<file path="src/rtl/piqbs_pkg.sv">
// Shared types and codes for the positional insert job queue.
`timescale 1ns / 1ps

package piqbs_pkg;

  // Default queue depth
  localparam int DEPTH_DEF = 16;

  // Request codes
  localparam logic [1:0] FUNC_APPEND = 2'd0;
  localparam logic [1:0] FUNC_INSERT = 2'd1;
  localparam logic [1:0] FUNC_REMOVE = 2'd2;
  localparam logic [1:0] FUNC_SCAN   = 2'd3;

  // Result kinds
  localparam logic [1:0] KIND_STATUS = 2'd0;
  localparam logic [1:0] KIND_SERVED = 2'd1;
  localparam logic [1:0] KIND_TOTAL  = 2'd2;

  // Cost total saturates here
  localparam logic [19:0] TOTAL_MAX = 20'hFFFFF;

  // Input item
  typedef struct packed {
    logic [1:0]  func;
    logic [15:0] item_id;
    logic [15:0] time_value;
    logic [15:0] cost;
    logic [7:0]  position;
  } piqbs_in_t;

  // Result item
  typedef struct packed {
    logic [1:0]  kind;
    logic [15:0] served_id;
    logic [19:0] total_cost;
    logic [4:0]  item_count;
    logic        queue_empty;
    logic        dropped;
    logic        last;
  } piqbs_out_t;

  // One stored job
  typedef struct packed {
    logic [15:0] id;
    logic [15:0] dur;
    logic [15:0] cost;
  } job_t;

  localparam int JOB_W = $bits(job_t);

  // Controller to datapath commands
  typedef struct packed {
    logic load;
    logic pop;
    logic rd_prev;
    logic rd_cur;
    logic wr_shift;
    logic wr_new;
    logic serve;
    logic emit_status;
    logic emit_served;
    logic emit_total;
  } piqbs_cmd_t;

  // Datapath to controller status
  typedef struct packed {
    logic [1:0] func;
    logic       full;
    logic       shift_more;
    logic       scan_more;
    logic       fits;
    logic       out_free;
  } piqbs_stat_t;

endpackage

</file>
<file path="src/rtl/piqbs_ram.sv">
// Generic simple dual-port RAM with registered read.
`timescale 1ns / 1ps

module piqbs_ram #(
  parameter int WIDTH = 8,
  parameter int DEPTH = 16,
  localparam int ADDR_W = (DEPTH > 1) ? $clog2(DEPTH) : 1
) (
  input  logic              clk,
  input  logic              wr_en,
  input  logic [ADDR_W-1:0] wr_addr,
  input  logic [WIDTH-1:0]  wr_data,
  input  logic              rd_en,
  input  logic [ADDR_W-1:0] rd_addr,
  output logic [WIDTH-1:0]  rd_data
);

  logic [WIDTH-1:0] mem [DEPTH];

  // Write port and registered read port
  always_ff @(posedge clk) begin
    if (wr_en) begin
      mem[wr_addr] <= wr_data;
    end
    if (rd_en) begin
      rd_data <= mem[rd_addr];
    end
  end

endmodule

</file>
<file path="src/rtl/piqbs_datapath.sv">
// Queue storage, pointers, scan accumulators and result register.
`timescale 1ns / 1ps

module piqbs_datapath
  import piqbs_pkg::*;
#(
  parameter int DEPTH = DEPTH_DEF
) (
  input  logic        clk,
  input  logic        rst,
  input  piqbs_in_t   in_data,
  input  piqbs_cmd_t  cmd,
  output piqbs_stat_t stat,
  output logic        out_valid,
  input  logic        out_stall,
  output piqbs_out_t  out_data
);

  localparam int ADDR_W = (DEPTH > 1) ? $clog2(DEPTH) : 1;
  localparam int CNT_W  = $clog2(DEPTH + 1);
  localparam int LW     = (CNT_W > 8) ? CNT_W : 8;

  // Queue state
  logic [ADDR_W-1:0] head;
  logic [CNT_W-1:0]  count;

  // Request state
  logic [1:0]        func;
  job_t              new_job;
  logic [CNT_W-1:0]  slot;
  logic [CNT_W-1:0]  idx;
  logic              drop;
  logic [15:0]       budget;
  logic [19:0]       total;

  // RAM ports
  logic              ram_wr_en;
  logic [ADDR_W-1:0] ram_wr_addr;
  logic [JOB_W-1:0]  ram_wr_data;
  logic              ram_rd_en;
  logic [ADDR_W-1:0] ram_rd_addr;
  logic [JOB_W-1:0]  ram_rd_data;
  job_t              rd_job;

  logic [CNT_W-1:0]  rd_logical;
  logic [CNT_W-1:0]  wr_logical;
  logic [7:0]        pos_m1;
  logic [CNT_W-1:0]  slot_next;
  logic [20:0]       total_sum;
  logic [19:0]       total_next;
  logic              full;
  logic              empty;
  logic              out_free;

  // Logical index to circular address
  function automatic logic [ADDR_W-1:0] phys(input logic [ADDR_W-1:0] base,
                                             input logic [CNT_W-1:0] lidx);
    logic [ADDR_W:0] sum;
    sum = {1'b0, base} + (ADDR_W + 1)'(lidx);
    if (sum >= (ADDR_W + 1)'(DEPTH)) begin
      sum = sum - (ADDR_W + 1)'(DEPTH);
    end
    return sum[ADDR_W-1:0];
  endfunction

  assign full     = (count == CNT_W'(DEPTH));
  assign empty    = (count == '0);
  assign out_free = !out_valid || !out_stall;
  assign rd_job   = job_t'(ram_rd_data);

  // Insert slot: position 0 acts as 1, beyond count appends
  always_comb begin
    pos_m1 = (in_data.position == 8'd0) ? 8'd0 : in_data.position - 8'd1;
    if (in_data.func == FUNC_APPEND) begin
      slot_next = count;
    end else if (LW'(pos_m1) > LW'(count)) begin
      slot_next = count;
    end else begin
      slot_next = CNT_W'(pos_m1);
    end
  end

  // Saturating cost accumulate
  always_comb begin
    total_sum  = {1'b0, total} + 21'(rd_job.cost);
    total_next = (total_sum > 21'(TOTAL_MAX)) ? TOTAL_MAX : total_sum[19:0];
  end

  // RAM addressing
  assign rd_logical  = cmd.rd_prev ? idx - CNT_W'(1) : idx;
  assign wr_logical  = cmd.wr_shift ? idx : slot;
  assign ram_rd_en   = cmd.rd_prev || cmd.rd_cur;
  assign ram_rd_addr = phys(head, rd_logical);
  assign ram_wr_en   = cmd.wr_shift || cmd.wr_new;
  assign ram_wr_addr = phys(head, wr_logical);
  assign ram_wr_data = cmd.wr_shift ? ram_rd_data : JOB_W'(new_job);

  piqbs_ram #(
    .WIDTH (JOB_W),
    .DEPTH (DEPTH)
  ) u_ram (
    .clk     (clk),
    .wr_en   (ram_wr_en),
    .wr_addr (ram_wr_addr),
    .wr_data (ram_wr_data),
    .rd_en   (ram_rd_en),
    .rd_addr (ram_rd_addr),
    .rd_data (ram_rd_data)
  );

  // Status to controller
  always_comb begin
    stat.func       = func;
    stat.full       = full;
    stat.shift_more = (idx > slot);
    stat.scan_more  = (idx < count);
    stat.fits       = (budget > rd_job.dur);
    stat.out_free   = out_free;
  end

  // Queue control state
  always_ff @(posedge clk) begin
    if (rst) begin
      head  <= '0;
      count <= '0;
    end else if (cmd.wr_new) begin
      count <= count + CNT_W'(1);
    end else if (cmd.pop && !empty) begin
      head  <= (head == ADDR_W'(DEPTH - 1)) ? '0 : head + ADDR_W'(1);
      count <= count - CNT_W'(1);
    end
  end

  // Request registers and walk index
  always_ff @(posedge clk) begin
    if (cmd.load) begin
      func         <= in_data.func;
      new_job.id   <= in_data.item_id;
      new_job.dur  <= in_data.time_value;
      new_job.cost <= in_data.cost;
      slot         <= slot_next;
      idx          <= (in_data.func == FUNC_SCAN) ? '0 : count;
      drop         <= full && (in_data.func == FUNC_APPEND || in_data.func == FUNC_INSERT);
      budget       <= in_data.time_value;
      total        <= '0;
    end else if (cmd.wr_shift) begin
      idx <= idx - CNT_W'(1);
    end else if (cmd.serve) begin
      idx    <= idx + CNT_W'(1);
      budget <= budget - rd_job.dur;
      total  <= total_next;
    end
  end

  // Result register
  always_ff @(posedge clk) begin
    if (rst) begin
      out_valid <= 1'b0;
    end else if (cmd.emit_status || cmd.emit_served || cmd.emit_total) begin
      out_valid <= 1'b1;
    end else if (!out_stall) begin
      out_valid <= 1'b0;
    end
  end

  always_ff @(posedge clk) begin
    if (cmd.emit_status || cmd.emit_served || cmd.emit_total) begin
      out_data.item_count  <= 5'(count);
      out_data.queue_empty <= empty;
      out_data.served_id   <= cmd.emit_served ? rd_job.id : 16'd0;
      out_data.total_cost  <= cmd.emit_total ? total : 20'd0;
      out_data.dropped     <= cmd.emit_status && drop;
      out_data.last        <= !cmd.emit_served;
      if (cmd.emit_served) begin
        out_data.kind <= KIND_SERVED;
      end else if (cmd.emit_total) begin
        out_data.kind <= KIND_TOTAL;
      end else begin
        out_data.kind <= KIND_STATUS;
      end
    end
  end

  // Checks
  a_count_bound: assert property (@(posedge clk) disable iff (rst)
    count <= CNT_W'(DEPTH))
    else $error("job count above depth");

  a_emit_free: assert property (@(posedge clk) disable iff (rst)
    (cmd.emit_status || cmd.emit_served || cmd.emit_total) |-> out_free)
    else $error("result emitted over an untaken result");

  a_place_grows: assert property (@(posedge clk) disable iff (rst)
    cmd.wr_new |=> count == $past(count) + CNT_W'(1))
    else $error("placed job did not grow the count");

  a_place_not_full: assert property (@(posedge clk) disable iff (rst)
    cmd.wr_new |-> !full)
    else $error("job placed into a full queue");

endmodule

</file>
<file path="src/rtl/piqbs_ctrl.sv">
// Request sequencer for the job queue.
`timescale 1ns / 1ps

module piqbs_ctrl
  import piqbs_pkg::*;
(
  input  logic        clk,
  input  logic        rst,
  input  logic        in_valid,
  output logic        in_stall,
  input  piqbs_stat_t stat,
  output piqbs_cmd_t  cmd
);

  typedef enum logic [2:0] {
    S_IDLE,
    S_DISPATCH,
    S_SHIFT_RD,
    S_SHIFT_WR,
    S_SCAN_RD,
    S_SCAN_CHK,
    S_TOTAL,
    S_STATUS
  } state_t;

  state_t state;
  state_t state_next;

  assign in_stall = (state != S_IDLE);

  // Next state and commands
  always_comb begin
    state_next = state;
    cmd        = '0;
    unique case (state)
      S_IDLE: begin
        if (in_valid) begin
          cmd.load   = 1'b1;
          state_next = S_DISPATCH;
        end
      end
      S_DISPATCH: begin
        unique case (stat.func)
          FUNC_APPEND, FUNC_INSERT: begin
            state_next = stat.full ? S_STATUS : S_SHIFT_RD;
          end
          FUNC_REMOVE: begin
            cmd.pop    = 1'b1;
            state_next = S_STATUS;
          end
          FUNC_SCAN: begin
            state_next = S_SCAN_RD;
          end
          default: begin
            state_next = S_STATUS;
          end
        endcase
      end
      S_SHIFT_RD: begin
        if (stat.shift_more) begin
          cmd.rd_prev = 1'b1;
          state_next  = S_SHIFT_WR;
        end else begin
          cmd.wr_new = 1'b1;
          state_next = S_STATUS;
        end
      end
      S_SHIFT_WR: begin
        cmd.wr_shift = 1'b1;
        state_next   = S_SHIFT_RD;
      end
      S_SCAN_RD: begin
        if (stat.scan_more) begin
          cmd.rd_cur = 1'b1;
          state_next = S_SCAN_CHK;
        end else begin
          state_next = S_TOTAL;
        end
      end
      S_SCAN_CHK: begin
        if (!stat.fits) begin
          state_next = S_TOTAL;
        end else if (stat.out_free) begin
          cmd.serve       = 1'b1;
          cmd.emit_served = 1'b1;
          state_next      = S_SCAN_RD;
        end
      end
      S_TOTAL: begin
        if (stat.out_free) begin
          cmd.emit_total = 1'b1;
          state_next     = S_IDLE;
        end
      end
      S_STATUS: begin
        if (stat.out_free) begin
          cmd.emit_status = 1'b1;
          state_next      = S_IDLE;
        end
      end
      default: begin
        state_next = S_IDLE;
      end
    endcase
  end

  // State register
  always_ff @(posedge clk) begin
    if (rst) begin
      state <= S_IDLE;
    end else begin
      state <= state_next;
    end
  end

endmodule

</file>
<file path="src/rtl/positional_insert_queue_budget_scan.sv">
// Top level of the bounded job queue with positional insert and budget scan.
//
//   channel | valid     | stall     | payload
//   input   | in_valid  | in_stall  | in_data  (piqbs_in_t)
//   output  | out_valid | out_stall | out_data (piqbs_out_t)
//
// One request at a time; in_stall is high from acceptance until its last result is queued.
// Append places the job with no moves. Insert at slot s first moves each job from slot s
// onward up by one, a read state then a write state per moved job, set by the single RAM
// write port and its registered read. Budget scan: one RAM read and one check per job,
// until a job does not fit or all jobs have been served.
// Output stalls hold the sequencer in place. Synchronous reset empties the queue.
`timescale 1ns / 1ps

module positional_insert_queue_budget_scan
  import piqbs_pkg::*;
#(
  parameter int DEPTH = DEPTH_DEF
) (
  input  logic       clk,
  input  logic       rst,
  input  logic       in_valid,
  output logic       in_stall,
  input  piqbs_in_t  in_data,
  output logic       out_valid,
  input  logic       out_stall,
  output piqbs_out_t out_data
);

  piqbs_cmd_t  cmd;
  piqbs_stat_t stat;

  piqbs_ctrl u_ctrl (
    .clk      (clk),
    .rst      (rst),
    .in_valid (in_valid),
    .in_stall (in_stall),
    .stat     (stat),
    .cmd      (cmd)
  );

  piqbs_datapath #(
    .DEPTH (DEPTH)
  ) u_datapath (
    .clk       (clk),
    .rst       (rst),
    .in_data   (in_data),
    .cmd       (cmd),
    .stat      (stat),
    .out_valid (out_valid),
    .out_stall (out_stall),
    .out_data  (out_data)
  );

endmodule
</file>
<file path="config.mk">
export PLATFORM = sky130hd
export DESIGN_NAME = positional_insert_queue_budget_scan
export DESIGN_NICKNAME = d
export VERILOG_FILES = /design/src/rtl/piqbs_pkg.sv /design/src/rtl/piqbs_ram.sv /design/src/rtl/piqbs_datapath.sv /design/src/rtl/piqbs_ctrl.sv /design/src/rtl/positional_insert_queue_budget_scan.sv
export SDC_FILE = /design/constraint.sdc
export NUM_CORES = 1
export LEC_CHECK = 0
export BUFFER_PORTS_ARGS = -buffer_cell sky130_fd_sc_hd__buf_2
export CAP_MARGIN = 20
export CORE_AREA = 2 2 290 292
export CTS_CLUSTER_DIAMETER = 200
export DETAILED_ROUTE_END_ITERATION = 8
export DIE_AREA = 0 0 292 294
export PLACE_DENSITY = 0.74
export SLEW_MARGIN = 30
export SYNTH_ARGS = -nofsm -noshare
export SYNTH_HDL_FRONTEND = slang
export SYNTH_SLANG_ARGS = --single-unit
</file>
<file path="constraint.sdc">
create_clock -name clk -period 4.9 [get_ports clk]
set_input_delay 0.98 -clock clk [delete_from_list [all_inputs] [get_ports clk]]
set_output_delay 0.98 -clock clk [all_outputs]
set_load 0.02 [all_outputs]
</file>
==> results of run 1 <==
==> synthesized netlist by cell type (4+ instances only) <==
master,count,area (sq um)
sky130_fd_sc_hd__nor2_1,71,267
sky130_fd_sc_hd__o21ai_0,64,320
sky130_fd_sc_hd__fa_1,5,100
sky130_fd_sc_hd__and2_1,36,225
sky130_fd_sc_hd__a21o_1,14,105
sky130_fd_sc_hd__buf_4,5,37.5
sky130_fd_sc_hd__mux2_2,33,372
sky130_fd_sc_hd__a21oi_1,50,250
sky130_fd_sc_hd__a211oi_1,4,30.0
sky130_fd_sc_hd__or4_1,5,37.5
sky130_fd_sc_hd__inv_1,46,173
sky130_fd_sc_hd__nand4_1,9,56.3
sky130_fd_sc_hd__edfxtp_1,939,28200
sky130_fd_sc_hd__o221a_2,4,45.0
sky130_fd_sc_hd__clkbuf_1,69,259
sky130_fd_sc_hd__nor2b_1,10,62.6
sky130_fd_sc_hd__buf_2,14,70.1
sky130_fd_sc_hd__o21bai_1,4,30.0
sky130_fd_sc_hd__buf_1,5,18.8
sky130_fd_sc_hd__a31oi_1,15,93.8
sky130_fd_sc_hd__xor2_1,23,201
sky130_fd_sc_hd__ha_1,59,738
sky130_fd_sc_hd__mux4_2,192,4320
sky130_fd_sc_hd__nand3b_1,4,30.0
sky130_fd_sc_hd__o21a_1,9,67.6
sky130_fd_sc_hd__nand3_1,21,105
sky130_fd_sc_hd__nand2_1,59,221
sky130_fd_sc_hd__nor4_1,4,25.0
sky130_fd_sc_hd__nor3_1,12,60.1
sky130_fd_sc_hd__mux2i_1,152,1520
sky130_fd_sc_hd__nor3b_1,4,30.0
sky130_fd_sc_hd__mux2_4,4,60.1
sky130_fd_sc_hd__dfxtp_1,33,661
sky130_fd_sc_hd__nand2b_1,10,62.6
sky130_fd_sc_hd__xnor2_1,25,219
==> power by group <==
group / total (mW) / internal [mW] / switching [mW]
clock network: 7.69 / 4.44 / 3.25
registers: 11.4 / 10.9 / 0.448
logic: 10.5 / 4.81 / 5.69
total: 29.6 / 20.2 / 9.39
==> flip-flops by register name, indices dropped and copies added, names as in the netlist <==
name / flops
u_datapath.slot: 5
u_datapath.total: 20
u_ctrl.state: 3
u_datapath.new_job: 48
u_datapath.idx: 5
u_datapath.budget: 16
u_datapath.drop: 1
u_datapath.out_valid: 1
u_datapath.head: 4
u_datapath.u_ram.mem: 768
u_datapath.count: 5
u_datapath.out_data: 46
u_datapath.u_ram.rd_data: 48
u_datapath.func: 2
==> cell families (layout without fill, tap and decap cells) <==
logic type,after synthesis,after routing,share of synthesized area (%)
flip-flops,972,972,73.2
multiplexers,381,381,15.9
AND/OR/NAND/NOR,257,257,3.22
AO/OA/AOI/OAI,193,193,3.03
buffers and inverters,140,410,1.44
adder cells (fa/ha/maj),65,65,2.15
XOR/XNOR,48,48,1.07
==> per-stage QoR <==
step,TNS [ns],hold WS [ns],setup WS [ns],utilization (%)
floorplan,-293.35,0.473,-0.452,-
global placement,0,0.501,0.525,50.6
detailed placement,0,0.530,0.490,50.7
CTS,0,0.436,0.384,54.7
global route,0,0.450,0.224,54.7
finish,0,0.471,0.340,54.7
==> per-layer routing <==
metal | global-route usage, % | routed length (um)
met1 | 28.7 | 36700
met2 | 33.7 | 42800
met3 | 2.85 | 5910
met4 | 5.57 | 1700
met5 | 0 | 11
==> cell type report <==
| cell class | count | area (sq um) | area share (%) |
|---|---|---|---|
| Clock inverter | 65 | 788 | 1.74 |
| Timing Repair Buffer | 178 | 1410 | 3.10 |
| Inverter | 46 | 175 | 0.386 |
| Tap cell | 1080 | 1350 | 2.98 |
| Clock buffer | 121 | 2580 | 5.69 |
| Sequential cell | 972 | 28900 | 63.6 |
| Multi-Input combinational cell | 944 | 10200 | 22.5 |
==> worst paths after layout <==
check | startpoint | end | slack (ns) | depth (start not counted)
max | u_datapath.idx[1] | u_datapath.u_ram.rd_data[28] | 0.34 | 14
min | in_data[46] | u_datapath.new_job[38] | 0.47 | 1
max reg2reg | u_datapath.idx[1] | u_datapath.u_ram.rd_data[28] | 0.34 | 14
min reg2reg | u_datapath.count[4] | u_datapath.out_data[7] | 0.54 | 0
==> critical path, cell delays in order (launching register included) <==
cell and delay, ns:
sky130_fd_sc_hd__edfxtp_1 0.52, sky130_fd_sc_hd__ha_1 0.36, sky130_fd_sc_hd__nor2b_1 0.13, sky130_fd_sc_hd__o21a_1 0.11
sky130_fd_sc_hd__o21ai_1 0.06, sky130_fd_sc_hd__a21oi_2 0.23, sky130_fd_sc_hd__nand3_1 0.24, sky130_fd_sc_hd__xnor2_1 0.24
sky130_fd_sc_hd__ha_4 0.19, sky130_fd_sc_hd__fa_4 0.86, sky130_fd_sc_hd__buf_12 0.22, sky130_fd_sc_hd__buf_12 0.29
sky130_fd_sc_hd__mux4_2 0.36, sky130_fd_sc_hd__mux2i_1 0.26, sky130_fd_sc_hd__mux2i_1 0.13
==> metrics.txt, run 1 <==
maximum clock frequency=219 MHz; register area share after synthesis=73.2%; mean routed wirelength per cell=25.6 um; data arrival time of the worst path=4.95 ns; Die W=~300 um; Worst-Skew Late Latency=0.68 ns; net count after synthesis=2,182; DR vias=approximately 20,000; number of resized instances in the post-cts repair step=0; clk sinks=972; mean instance size in the synthesized netlist=19.2 sq um; number of antenna violations at the first check in global routing=3; FILL cells=6,122; clk slew on worst S/H paths=~0.060 ns; pin count of the biggest net entering global routing=68; shortest period the worst path allows=4.56 ns; post-synthesis instance area=slightly below 0.04 sq mm; routability cong.=about 0.84; HPWL after detailed placement=47,300 um; Inst Count DP=3,220; Tot Pwr=29.6 mW; Num CTS Buffers=99; starting density of the core=47.6%; top library cells by usage in the layout, fill and taps aside=sky130_fd_sc_hd__edfxtp_1 (939), sky130_fd_sc_hd__mux4_2 (192), sky130_fd_sc_hd__mux2i_1 (152); largest clock skew in the final design=0.0493 ns; via density per instance=5.94; number of nets in the finished design=2,367; Top-Level Pins=110; Layout Cell Area excl Fill=0.0454 sq mm; critical path peak fanout=44; clock root buffer master=sky130_fd_sc_hd__clkbuf_16; most common library cell in the layout ignoring fill and taps=sky130_fd_sc_hd__edfxtp_1; Synth Warn #=0; kind of critical path=flip-flop to flip-flop; ys async rst share=0%; non-filler cells, final=between 3,000 and 4,000; initial drt markers=2,245; CP Capture Type=flip-flop; final WL=between 80,000 and 90,000 um; tightest slew margin relative to the limit=43.3%; IR drop worst, VDD=between 0.4 and 0.5 mV; proportion of layout cells with a drive suffix above 1=25.8%; Bufs on Longest Clock Path=3; total count of hold-check failures in the final report=0; most common flop cell mapped by yosys=sky130_fd_sc_hd__edfxtp_1; number of buffers inserted to repair setup after CTS=0; path class of the lowest-slack min-delay path=input pin to flip-flop; layout-stage area growth over the synthesis result=15.1%; Pre-Repair DR Iteration Count=6; count of input and output buffers=between 100 and 150; required time of the critical path=5.29 ns; number of inserted diodes=0; hold bufs inserted after CTS=0; global route total overflow=0; std cell rows=106; via count of the first global-routing pass=20,600; number of different library cells in the post-synthesis netlist=65; CTS tree=yes; setup repair after global routing missed its margin=false; instance area at placement=roughly 0.042 sq mm; startpoint type of the worst setup path=flip-flop; status=finished clean; Die Footprint=0.0858 sq mm; Tot GR Track Use=a little over 20%; max_cap viols=0; LEAKAGE=15.4 nW; Post-synth EDFFs=939; number of endpoints failing setup at the final stage=0; remaining antenna violation count=0; global-route wire length before repair=131,000 um; actual slew at the worst max-slew pin=0.847 ns; number of slew-limit violations in the final report=0; post-route fraction of the period consumed by the critical path=93.1%; count of mapped cells out of synthesis=2,056; PD cells=approximately 650 mW/mm^2; height of the chip=294 um; final routed DRC violation total=0; floorplan core area=slightly above 0.08 sq mm; flip-flop and latch count after synthesis=roughly 970; H-Tree Level Count=3
(Power assumes the default switching activity.)
==> inputs of run 2 (changes only) <==
Settings changed: ABC_AREA from default to 1, CORE_AREA 2 2 290 292 to 2 2 294 296, DIE_AREA 0 0 292 294 to 0 0 296 298.
==> run 2 against run 1 <==
Net effect:
- sequential share of layout area fell by 1.2 points
- clock-buffer cell count shrank 13
- first-iteration DRC count grew 32%
- hold slack better by 0.015 ns
- critical path depth up 2
- critical path type unchanged
- highest routed layer is now met4
==> metrics.txt, run 2 <==
status=finished clean; fin util=54.5%; slowest cell delay on critical path=roughly 0.68 ns; routability cong.=0.881; largest clock skew in the final design=between 0.03 and 0.04 ns; hold bufs inserted after CTS=0; setup repair after global routing missed its margin=false; Layout Cell Area excl Fill=0.0462 sq mm; remaining antenna violation count=0; via count of the first global-routing pass=25,700; actual slew at the worst max-slew pin=between 0.9 and 1 ns; HPWL after detailed placement=between 50,000 and 60,000 um; CTS tree=yes; mean instance size in the synthesized netlist=12.0 sq um; most common flop cell mapped by yosys=sky130_fd_sc_hd__edfxtp_1; DR vias=roughly 27,000; Tot Pwr=32.8 mW; count leader, synth=sky130_fd_sc_hd__edfxtp_1; Place WS=0.616 ns; end of the worst register-to-register path=u_datapath.u_ram.rd_data[6]; Final WS setup=between 0.5 and 0.6 ns; number of buffers inserted to repair setup after CTS=0; starting density of the core=47.8%; slowest cell on the critical path=sky130_fd_sc_hd__fa_4; flip-flop count of the largest register after layout=768; Worst-Skew Late Latency=about 0.67 ns; PD cells=710 mW/mm^2; largest register by flop count=u_datapath.u_ram.mem; Tot GR Track Use=between 20% and 30%; maximum clock frequency=227 MHz; dominant cells by area after synthesis=sky130_fd_sc_hd__edfxtp_1 (70%), sky130_fd_sc_hd__nand2_1 (7.1%), sky130_fd_sc_hd__o21ai_0 (4.7%), sky130_fd_sc_hd__nor2_1 (3.1%), sky130_fd_sc_hd__a32o_1 (2.4%); Die Footprint=0.0882 sq mm; top cell type by total area after synthesis=sky130_fd_sc_hd__edfxtp_1; total count of hold-check failures in the final report=0; post-synth top area share=69.5%; setup slack of the most critical reg-to-reg path=0.50 ns; TNS Setup=0 ns; instance area at placement=0.0430 sq mm; path class of the lowest-slack min-delay path=input pin to flip-flop; post-synthesis instance area=0.0406 sq mm; Synth Warn #=0; final WL=98,100 um; Num CTS Buffers=96; flip-flop and latch count after synthesis=972; leading cell types by count after synthesis=sky130_fd_sc_hd__edfxtp_1 (939), sky130_fd_sc_hd__nand2_1 (766), sky130_fd_sc_hd__o21ai_0 (380); registers with the most flip-flops=u_datapath.u_ram.mem (768), u_datapath.new_job (48), u_datapath.u_ram.rd_data (48); number of antenna violations at the first check in global routing=0; kind of critical path=flip-flop to flip-flop; final routed DRC violation total=0; top library cells by usage in the layout, fill and taps aside=sky130_fd_sc_hd__edfxtp_1 (939), sky130_fd_sc_hd__nand2_1 (766), sky130_fd_sc_hd__o21ai_0 (378); max_cap viols=0; tightest slew margin relative to the limit=36.7%; floorplan core area=0.0849 sq mm; ys async rst share=0%; number of nets in the finished design=3,628; number of different library cells in the post-synthesis netlist=41; ordered list of cells on the worst path=ha_1, nand2_1, nor2_1, nand2_1, nand3_1, nand3_2, xor2_1, ha_4, fa_4, inv_8, buf_12, a21oi_1, a32o_1, o21ai_0, nand3_1, nand2_1; shortest period the worst path allows=4.40 ns; Worst R2R Start=u_datapath.idx[2]; most frequent cell on the critical path=sky130_fd_sc_hd__nand2_1; number of inserted diodes=0; height of the chip=298 um; via density per instance=around 5.7; H-Tree Level Count=3; Bufs on Longest Clock Path=3; count of input and output buffers=109; Top-Level Pins=110; number of cells on the worst reg-to-reg path=16; IR drop worst, VDD=0.686 mV; Levels on crit path=16; pin count of the biggest net entering global routing=135; number of slew-limit violations in the final report=0; register area share after synthesis=71.2%; Buffers & Inverters on Critical Path=2; LEAKAGE=16.6 nW; post-route fraction of the period consumed by the critical path=89.7%; global-route wire length before repair=around 150,000 um; layout-stage area growth over the synthesis result=14.0%; non-filler cells, final=approximately 4,700; proportion of layout cells with a drive suffix above 1=11.0%; critical path peak fanout=98; Pre-Repair DR Iteration Count=6; Crit path max-delay family=adder cells; worst setup path end=u_datapath.u_ram.rd_data[6]; initial drt markers=2,974; global route total overflow=0; startpoint type of the worst setup path=flip-flop; Fin Hold WS=0.486 ns; data arrival time of the worst path=between 4 and 5 ns; CP Capture Type=flip-flop; count of mapped cells out of synthesis=3,384; Inst Count DP=4,548; most common library cell in the layout ignoring fill and taps=sky130_fd_sc_hd__edfxtp_1; required time of the critical path=5.42 ns; clk slew on worst S/H paths=about 0.060 ns; critical path startpoint=u_datapath.idx[2]; number of resized instances in the post-cts repair step=0; Post-synth EDFFs=939; clock root buffer master=sky130_fd_sc_hd__clkbuf_16; mean routed wirelength per cell=20.8 um; hold path cells=1; FILL cells=~6,800; std cell rows=107; net count after synthesis=3,510; clk sinks=972; number of endpoints failing setup at the final stage=0; Die W=296 um
[run 2: cell count changes in the layout (fill, tap and decap cells not counted), sizes merged, moves of 99 or more]
cell,change
a21oi,+99
inv,+105
mux4,-192
nand2,+710
mux2i,-152
o21ai,+315
nor2,+260
[run 2: final cells by class]
type | instances | area, sq um | share of cell area, %
sequential | 972 | 28900 | 62.4
timing repair buffer | 206 | 1630 | 3.53
clock buffer | 108 | 2480 | 5.36
tap | 1144 | 1430 | 3.10
clock inverter | 68 | 698 | 1.51
multi-input combinational | 2072 | 10500 | 22.8
inverter | 154 | 594 | 1.29
[run 2: how the worst min path moves through the flow]
stage	startpoint	end
final	in_data[50]	u_datapath.new_job[42]
after global routing	in_data[50]	u_datapath.new_job[42]
after CTS	in_data[8]	u_datapath.new_job[0]
after detailed placement	u_datapath.total[1]	u_datapath.total[1]
after global placement	u_datapath.total[1]	u_datapath.total[1]
after floorplan	u_datapath.total[1]	u_datapath.total[1]
[run 2: worst register-to-register path: stages (launching register included)]
cell and delay [ns]:
sky130_fd_sc_hd__edfxtp_1 0.53, sky130_fd_sc_hd__ha_1 0.37, sky130_fd_sc_hd__nand2_1 0.05, sky130_fd_sc_hd__nor2_1 0.11, sky130_fd_sc_hd__nand2_1 0.07, sky130_fd_sc_hd__nand3_1 0.12, sky130_fd_sc_hd__nand3_2 0.18, sky130_fd_sc_hd__xor2_1 0.28
sky130_fd_sc_hd__ha_4 0.18, sky130_fd_sc_hd__fa_4 0.68, sky130_fd_sc_hd__inv_8 0.50, sky130_fd_sc_hd__buf_12 0.35, sky130_fd_sc_hd__a21oi_1 0.11, sky130_fd_sc_hd__a32o_1 0.26, sky130_fd_sc_hd__o21ai_0 0.23, sky130_fd_sc_hd__nand3_1 0.13
sky130_fd_sc_hd__nand2_1 0.12
[run 2: where the power goes]
group          switching [mW]  internal (mW)
registers               0.377           11.0
logic                    9.44           4.58
clock network            3.14           4.28
[run 2: layer usage]
layer | vias to the layer above | GRT usage (%) | wire length (um)
met3 | 204 | 3.43 | 8240
met2 | 1257 | 35.5 | 46600
li1 | 12400 | - | -
met5 | - | 0 | 0
met1 | 13100 | 30.3 | 40400
met4 | 0 | 7.56 | 2870
[run 2: kinds of logic (layout without fill, tap and decap cells)]
family | count (synthesis) | count (layout) | synth area share (%)
AND/OR/NAND/NOR | 1241 | 1241 | 12.1
flip-flops | 972 | 972 | 71.2
XOR/XNOR | 31 | 31 | 0.669
AO/OA/AOI/OAI | 736 | 736 | 10.6
buffers and inverters | 340 | 536 | 3.36
adder cells (fa/ha/maj) | 64 | 64 | 2.07
